`src/tbt_pkg.sv`:
```
// ----------------------------------------------------------------------------
// Triangle tangent/bitangent package
// Types, widths and helpers shared by the block's modules.
// ----------------------------------------------------------------------------
package tbt_pkg;

	localparam int CORNER_W = 10;
	localparam int POS_W    = 32;
	localparam int TEX_W    = 16;
	localparam int VTX_W    = 3 * POS_W + 2 * TEX_W;

	// Edge and UV delta widths, one bit over the source fields.
	localparam int OPA_W    = POS_W + 1;
	localparam int OPB_W    = TEX_W + 1;
	localparam int PROD_W   = OPA_W + OPB_W;
	localparam int NUM_W    = PROD_W + 1;
	localparam int DEN_W    = 2 * OPB_W + 1;
	localparam int QUO_W    = 32;
	localparam int FRAC_SH  = 12;

	localparam int IN_DATA_W  = 160;
	localparam int OUT_DATA_W = 6 * QUO_W;

	localparam logic REQ_WRITE   = 1'b0;
	localparam logic REQ_COMPUTE = 1'b1;

	// Quantity sequence: determinant first, then three tangent and three
	// bitangent numerators.
	localparam logic [2:0] QTY_DET   = 3'd0;
	localparam logic [2:0] QTY_BIT0  = 3'd4;
	localparam logic [2:0] QTY_LAST  = 3'd6;

	typedef enum logic [3:0] {
		ST_IDLE,
		ST_RD_A,
		ST_RD_B,
		ST_RD_C,
		ST_CAP,
		ST_MUL,
		ST_ACC,
		ST_DIV,
		ST_DWAIT,
		ST_OUT
	} state_t;

	typedef struct packed {
		logic                    start;
		logic signed [NUM_W-1:0] num;
		logic signed [DEN_W-1:0] den;
	} div_req_t;

	// Reduces a corner index modulo the table depth by restoring subtraction
	// of shifted multiples; the quotient is below 256 only for depths of 4 or more.
	function automatic logic [CORNER_W-1:0] slot_mod(input logic [CORNER_W-1:0] idx,
		input int unsigned slots);
		logic [31:0] x;
		x = {{(32-CORNER_W){1'b0}}, idx};
		for (int k = 7; k >= 0; k--) begin
			if (x >= (slots << k)) begin
				x = x - (slots << k);
			end
		end
		return x[CORNER_W-1:0];
	endfunction

endpackage

```
`src/tbt_div.sv`:
```
// ----------------------------------------------------------------------------
// Tangent/bitangent divider
// Radix-2 restoring divider: numerator scaled by 2^12 over the determinant,
// truncated toward zero and saturated to a signed 32-bit result.
// ----------------------------------------------------------------------------
module tbt_div (
	input  logic                            clk,
	input  logic                            arst_n,
	input  tbt_pkg::div_req_t               req,
	output logic [tbt_pkg::QUO_W-1:0]       quo,
	output logic                            done
);

	localparam int SH_W  = tbt_pkg::NUM_W + tbt_pkg::FRAC_SH;
	localparam int REM_W = tbt_pkg::DEN_W + 1;
	localparam int QW    = tbt_pkg::QUO_W;
	localparam int CNT_W = $clog2(QW + 1);

	logic [tbt_pkg::NUM_W-1:0] nmag;
	logic [tbt_pkg::DEN_W-1:0] dmag;
	logic [SH_W-1:0]           shifted;
	logic [REM_W-1:0]          rem_sh;
	logic [REM_W-1:0]          den_ext;
	logic                      ge;

	logic                      busy_q;
	logic                      done_q;
	logic [CNT_W-1:0]          cnt_q;
	logic                      neg_q;
	logic                      ovf_q;
	logic [REM_W-1:0]          rem_q;
	logic [QW-1:0]             quo_q;
	logic [tbt_pkg::DEN_W-1:0] dmag_q;

	always_comb begin
		nmag    = req.num[tbt_pkg::NUM_W-1] ? tbt_pkg::NUM_W'(-req.num)
			: tbt_pkg::NUM_W'(req.num);
		dmag    = req.den[tbt_pkg::DEN_W-1] ? tbt_pkg::DEN_W'(-req.den)
			: tbt_pkg::DEN_W'(req.den);
		shifted = {nmag, {tbt_pkg::FRAC_SH{1'b0}}};
		rem_sh  = {rem_q[REM_W-2:0], quo_q[QW-1]};
		den_ext = {1'b0, dmag_q};
		ge      = rem_sh >= den_ext;
	end

	always_ff @(posedge clk or negedge arst_n) begin
		if (!arst_n) begin
			busy_q <= 1'b0;
			done_q <= 1'b0;
			cnt_q  <= '0;
		end else begin
			done_q <= 1'b0;
			if (req.start) begin
				busy_q <= 1'b1;
				cnt_q  <= CNT_W'(QW);
			end else if (busy_q) begin
				cnt_q <= cnt_q - 1'b1;
				if (cnt_q == CNT_W'(1)) begin
					busy_q <= 1'b0;
					done_q <= 1'b1;
				end
			end
		end
	end

	// The quotient fits in 32 bits only when the high numerator bits stay
	// below the divisor; otherwise the result saturates.
	always_ff @(posedge clk) begin
		if (req.start) begin
			neg_q  <= req.num[tbt_pkg::NUM_W-1] ^ req.den[tbt_pkg::DEN_W-1];
			dmag_q <= dmag;
			rem_q  <= REM_W'(shifted[SH_W-1:QW]);
			ovf_q  <= REM_W'(shifted[SH_W-1:QW]) >= {1'b0, dmag};
			quo_q  <= shifted[QW-1:0];
		end else if (busy_q) begin
			rem_q <= ge ? (rem_sh - den_ext) : rem_sh;
			quo_q <= {quo_q[QW-2:0], ge};
		end
	end

	always_comb begin
		if (!neg_q) begin
			quo = (ovf_q || quo_q[QW-1]) ? {1'b0, {(QW-1){1'b1}}} : quo_q;
		end else begin
			quo = (ovf_q || (quo_q[QW-1] && (quo_q[QW-2:0] != '0)))
				? {1'b1, {(QW-1){1'b0}}} : QW'(-quo_q);
		end
	end

	assign done = done_q;

endmodule

```
`config.mk`:
```
export PLATFORM = sky130hd
export DESIGN_NAME = tbt_div
export DESIGN_NICKNAME = d
export VERILOG_FILES = /design/src/tbt_pkg.sv /design/src/tbt_div.sv
export SDC_FILE = /design/constraint.sdc
export NUM_CORES = 1
export LEC_CHECK = 0
export CAP_MARGIN = 20
export CORE_MARGIN = 4
export CORE_UTILIZATION = 35
export CTS_CLUSTER_SIZE = 20
export DETAILED_ROUTE_END_ITERATION = 8
export DONT_BUFFER_PORTS = 1
export GPL_TIMING_DRIVEN = 0
export PLACE_DENSITY_LB_ADDON = 0.2
export SLEW_MARGIN = 15
export SYNTH_ARGS = -nofsm -noshare
export SYNTH_HDL_FRONTEND = slang
export SYNTH_SLANG_ARGS = --single-unit
```
`constraint.sdc`:
```
create_clock -name clk -period 9.97 [get_ports clk]
set_input_delay 0.4985 -clock clk [delete_from_list [all_inputs] [get_ports clk]]
set_output_delay 0.4985 -clock clk [all_outputs]
set_load 0.01 [all_outputs]
```
After elaboration in Yosys (flattened, before gate mapping) --
Index checks and enable logic that the tools add are counted.
Storage, ports and cells: register bits 112, input bits 89, logic and storage cells 42, output and inout port bits 33
Cells by class: add/subtract/negate cells 5, order comparisons 2, equal/unequal tests 1, bitwise gates (word level) 1, mux-type cells 18, reductions and logical operators 5
Operators with widths (number):
- 32-bit 2-to-1 mux | 5
- 35-bit 2-to-1 mux | 2
- 31-bit 2-to-1 mux | 2
- 51-bit 2-to-1 mux | 1
- 51-bit negation | 1
- 36-bit by 35-bit greater-or-equal comparator with 1-bit output | 1
- 31-bit by 35-bit greater-or-equal comparator with 1-bit output | 1
- 35-bit negation | 1
- 35-bit subtractor | 1
- 32-bit negation | 1
- 31-bit nonzero test | 1
- 6-bit 2-to-1 mux | 2
- 6-bit by 1-bit == test with 1-bit output, second input constant | 1
- 1-bit 2-to-1 mux | 6
- 6-bit by 1-bit subtractor with 6-bit output, second input constant | 1
- 1-bit logical OR | 2
- 2-bit nonzero test | 1
- 1-bit logical AND | 1
- 1-bit XOR | 1

Logic depth before layout (Yosys ltp) --
depth after elaboration 5, mapped depth 17

Worst setup path before layout --
No wires, ideal clock.
path kind input to register, from input req[35] (netlist name), to register ovf_q, data pin, slack 5643 ps, data arrival time 4065 ps, path buffers 0, required time 9708 ps, library setup time 262 ps, stages 16, path through inv_1 -> ha_1 -> or4b_2 -> or4_1 -> nor2_1 -> nand3_1 -> o41ai_1 -> xnor2_1 -> ha_1 -> nand4_1 -> nor2_1 -> and4b_1 -> a2111oi_0 -> nor2b_1 -> nor3_1 -> nor4b_1
On the way: word-level cells in the longest chain between the ends 3
Ends and longest elaborated chain:
- start, declared | line tbt_div.sv:9 | input tbt_pkg::div_req_t req,
- 51-bit negation | line tbt_div.sv:36 | nmag = req.num[tbt_pkg::NUM_W-1] ? tbt_pkg::NUM_W'(-req.num)
- 51-bit 2-to-1 mux | line tbt_div.sv:36
- 31-bit by 35-bit greater-or-equal comparator with 1-bit output | line tbt_div.sv:73 | ovf_q <= REM_W'(shifted[SH_W-1:QW]) >= {1'b0, dmag};
- end signal, assigned | line tbt_div.sv:73
- end, declared | line tbt_div.sv:30 | logic ovf_q;
No other way between the ends. A chain may end at the register's enable or synchronous reset.

Final worst setup path --
from input req[56] (netlist name), to register ovf_q, data pin
On the way: word-level cells in the longest chain between the ends 3
Ends and longest elaborated chain (line):
- 51-bit negation | tbt_div.sv:36
- 51-bit 2-to-1 mux (*) | tbt_div.sv:36
- 31-bit by 35-bit greater-or-equal comparator with 1-bit output (*) | tbt_div.sv:73
Mark *: on every way between the ends. The rest lies on a longest branch, timed or not.

==> impl_metrics.csv <==
group,metric,value,unit
clocking,cts_max_path_buffers,2,
power_and_ir_drop,ir_drop,0.103,mV
clocking,cts.sinks,112,
grt,grt_pass1_wl,49.2,mm
layout,areaGrowthSynthToFinish,8.00,%
power_and_ir_drop,p_total,2.45,mW
grt,grt_pass1_vias,8735,
worst_setup_path,path_class,"input pin to flip-flop",
placed_design,dpl_cell_area,10700,sq um
layout,nNetsFinal,1344,
clocking,clock_latency,0.37,ns
route,drtAntennaViolNets,0,
synth,synthArstFlopShare,0.0714,
synth,yosysUniqueCellTypes,69,
placed_design,io_buffers,0,
route,wl,32.1,mm
sta,min_period,5.47,ns
placed_design,place_congestion,0.902,
grt,grt_antenna_before_repair,0,
synth,ys.flop_type,"edfxtp_1",
route,dr.pass1.iters,5,
power_and_ir_drop,p_per_area,223,nW/um^2
die,fp.dieW,179,microns
synth,synth-edff-count,88,
synth,synth_cells,1170,
clocking,htree_levels,3,
layout,diodes,0,
synth,synth_seq_cells,112,
sta,finalSetupTns,0,ns
job,drv_cap,0,
route,route.detailed.drc,0,
route,viasPerCell,5.69,
synth,postSynthAreaPerCell,8.72,sq um
synth,yosysTopAreaCell,"edfxtp_1",
clocking,postCtsSetupBuffers,0,
die,fp.coreArea,28700,sq um
power_and_ir_drop,p_leak,4.39,nW
sta,finalHoldViolCount,0,
route,vias,8951,
hold_path,hp-class,"input pin to flip-flop",
synth,yosys-top-cells-area,"edfxtp_1 (26%), ha_1 (8.7%), xnor2_1 (5.9%)",
clocking,cts-resized-gates,0,
worst_setup_path,cp.arrival,5.53,ns
route,avgRoutedWirePerCell,20.4,microns
placed_design,hpwl,25.4,mm
worst_setup_path,critPathMaxFanout,7,
synth,seq_area_frac_synth,0.310,
sta,finalClockSkew,0.0172,ns
synth,netlist_area,10200,sq um
die,ios,122,
grt,grt-ovfl-total,0,
die,start_util,0.355,
clocking,clkTransAtPathRegs,0.08,ns
synth,synth.top_cell.area_share,0.259,
clocking,cts_buffers,9,
sta,setup-violations-final,0,
clocking,cts_root_buf,"clkbuf_16",
grt,grt_max_degree,39,
clocking,cts_tree,"yes",
grt,grtUsageTotal,0.199,
layout,final_layout_size_suffix_gt1_frac,0.0572,
synth,synth_fp_nets,1331,
die,die_area,31900,sq um
outcome,status,"finished, final reports clean",
sta,worst_slew_pin_slew,1.11,ns
worst_setup_path,required,10.03,ns
sta,slew_headroom,0.253,
sta,fmax,183,MHz
route,drt_iter0_drc,626,
synth,ys_warn_count,0,
sta,rsz0062_at_grt,"false",
die,rows,62,
sta,fin_crit_sh,0.549,
worst_setup_path,crit_path_start_kind,"input pin",
sta,slew_viol_final,0,
worst_setup_path,worstSetupEndpointType,"flip-flop",
die,die_h,179,microns
layout,fin_area,11000,sq um
[worst paths after layout]
kind,slack (ns),end,start,depth (start not counted)
max in group asynchronous,9.19,cnt_q[5]$_DFFE_PN0P_,arst_n,1
worst min register to register,0.53,cnt_q[5]$_DFFE_PN0P_,cnt_q[5]$_DFFE_PN0P_,2
min in group asynchronous,0.50,done$_DFF_PN0_,arst_n,1
worst max-delay path,4.50,ovf_q$_DFFE_PP_,req[56],14
worst max register to register,5.04,rem_q[24]$_DFFE_PP_,rem_q[11]$_DFFE_PP_,13
worst min-delay path,0.24,dmag_q[0]$_DFFE_PP_,req[0],0
[worst max-delay path, stage by stage]
cell and delay (ns):
or4_1 0.61, or4_1 0.50, nor4b_1 0.96, nand3_1 0.45
o41ai_1 0.42, xnor2_1 0.18, ha_1 0.32, nand4_1 0.09
nor2_1 0.20, and4b_1 0.25, a2111oi_0 0.10, nor2b_1 0.17
nor3_1 0.15, nor4b_1 0.62
[synth_stat cells, types with 12 or more instances]
master,instances
nand2_1,95
inv_1,92
edfxtp_1,88
nor2_1,87
ha_1,71
xnor2_1,69
o21ai_0,65
a21oi_1,47
clkbuf_1,43
xor2_1,38
a21o_1,34
o31ai_1,32
nor3_1,28
mux2_2,27
nand3_1,25
mux2i_1,21
o311ai_0,20
nand4_1,19
o41ai_1,19
or3_1,17
dfxtp_1,16
or4_1,16
nor2b_1,13
nor4_1,12
[layer usage]
layer | GRT usage | part of all wire
met3 | 0.0413 | 0.061
met4 | 0.0429 | 0.017
met1 | 0.266 | 0.46
met2 | 0.333 | 0.46
met5 | 0 | 0
[logic make-up after synthesis]
logic type	share of synthesized area
AOI/OAI and AO/OA	0.225
muxes	0.0504
xor gates and xnor gates	0.0919
buffers and inverters	0.0542
adders and majority gates	0.0891
DFF	0.310
and+or+nand+nor	0.179
[stage by stage]
stage / instances / setup WS [ns] / util / hold slack (ns)
after floorplan: 1170 / 5.64 / - / 0.203
after global placement: 1554 / 3.98 / 0.372 / 0.204
after detailed placement: 1555 / 4.16 / 0.373 / 0.204
after CTS: 1572 / 4.54 / 0.384 / 0.226
after global routing: 1572 / 4.06 / 0.384 / 0.216
final: 1572 / 4.50 / 0.384 / 0.237
[where the power goes]
part           total [mW]  internal, mW  leakage (nW)  switching, mW
Clock               0.381         0.198         0.142          0.184
Sequential          0.728         0.645          1.13         0.0829
Combinational        1.34         0.557          3.11          0.787
[state kept, by name, summed over array words and instances (netlist names)]
| signal | cells |
|---|---|
| quo_q | 32 |
| dmag_q | 35 |
| busy_q | 1 |
| cnt_q | 6 |
| done | 1 |
| neg_q | 1 |
| rem_q | 35 |
| ovf_q | 1 |
[cell type report]
type	instances	area [sq um]
Buffer	54	208
Clock buffer	10	229
Clock inverter	6	70.1
Fill cell	2952	17700
Inverter	92	345
Multi-Input combinational cell	912	6490
Sequential cell	112	3160
Tap cell	384	480
Timing Repair Buffer	2	30.0
[placed cells by master (no fill, tap or decap), types with 13 or more instances in the layout]
cell type / instances
dfxtp_1: 16
o41ai_1: 19
clkbuf_1: 44
a21oi_1: 47
nor2_1: 87
inv_1: 91
or3_1: 17
edfxtp_1: 88
nor2b_1: 13
a21o_1: 34
o31ai_1: 32
o311ai_0: 20
mux2i_1: 21
nand2_1: 95
nand4_1: 19
ha_1: 71
mux2_2: 27
nand3_1: 25
or4_1: 16
o21ai_0: 65
nor3_1: 28
xnor2_1: 69
xor2_1: 38
[repair_timing]
item	4_1_cts	5_1_grt
hold buffers	1	0
setup endpoints to repair	0	0
endpoints found under the hold margin	8	0
Power figures use the tool's default switching activity.
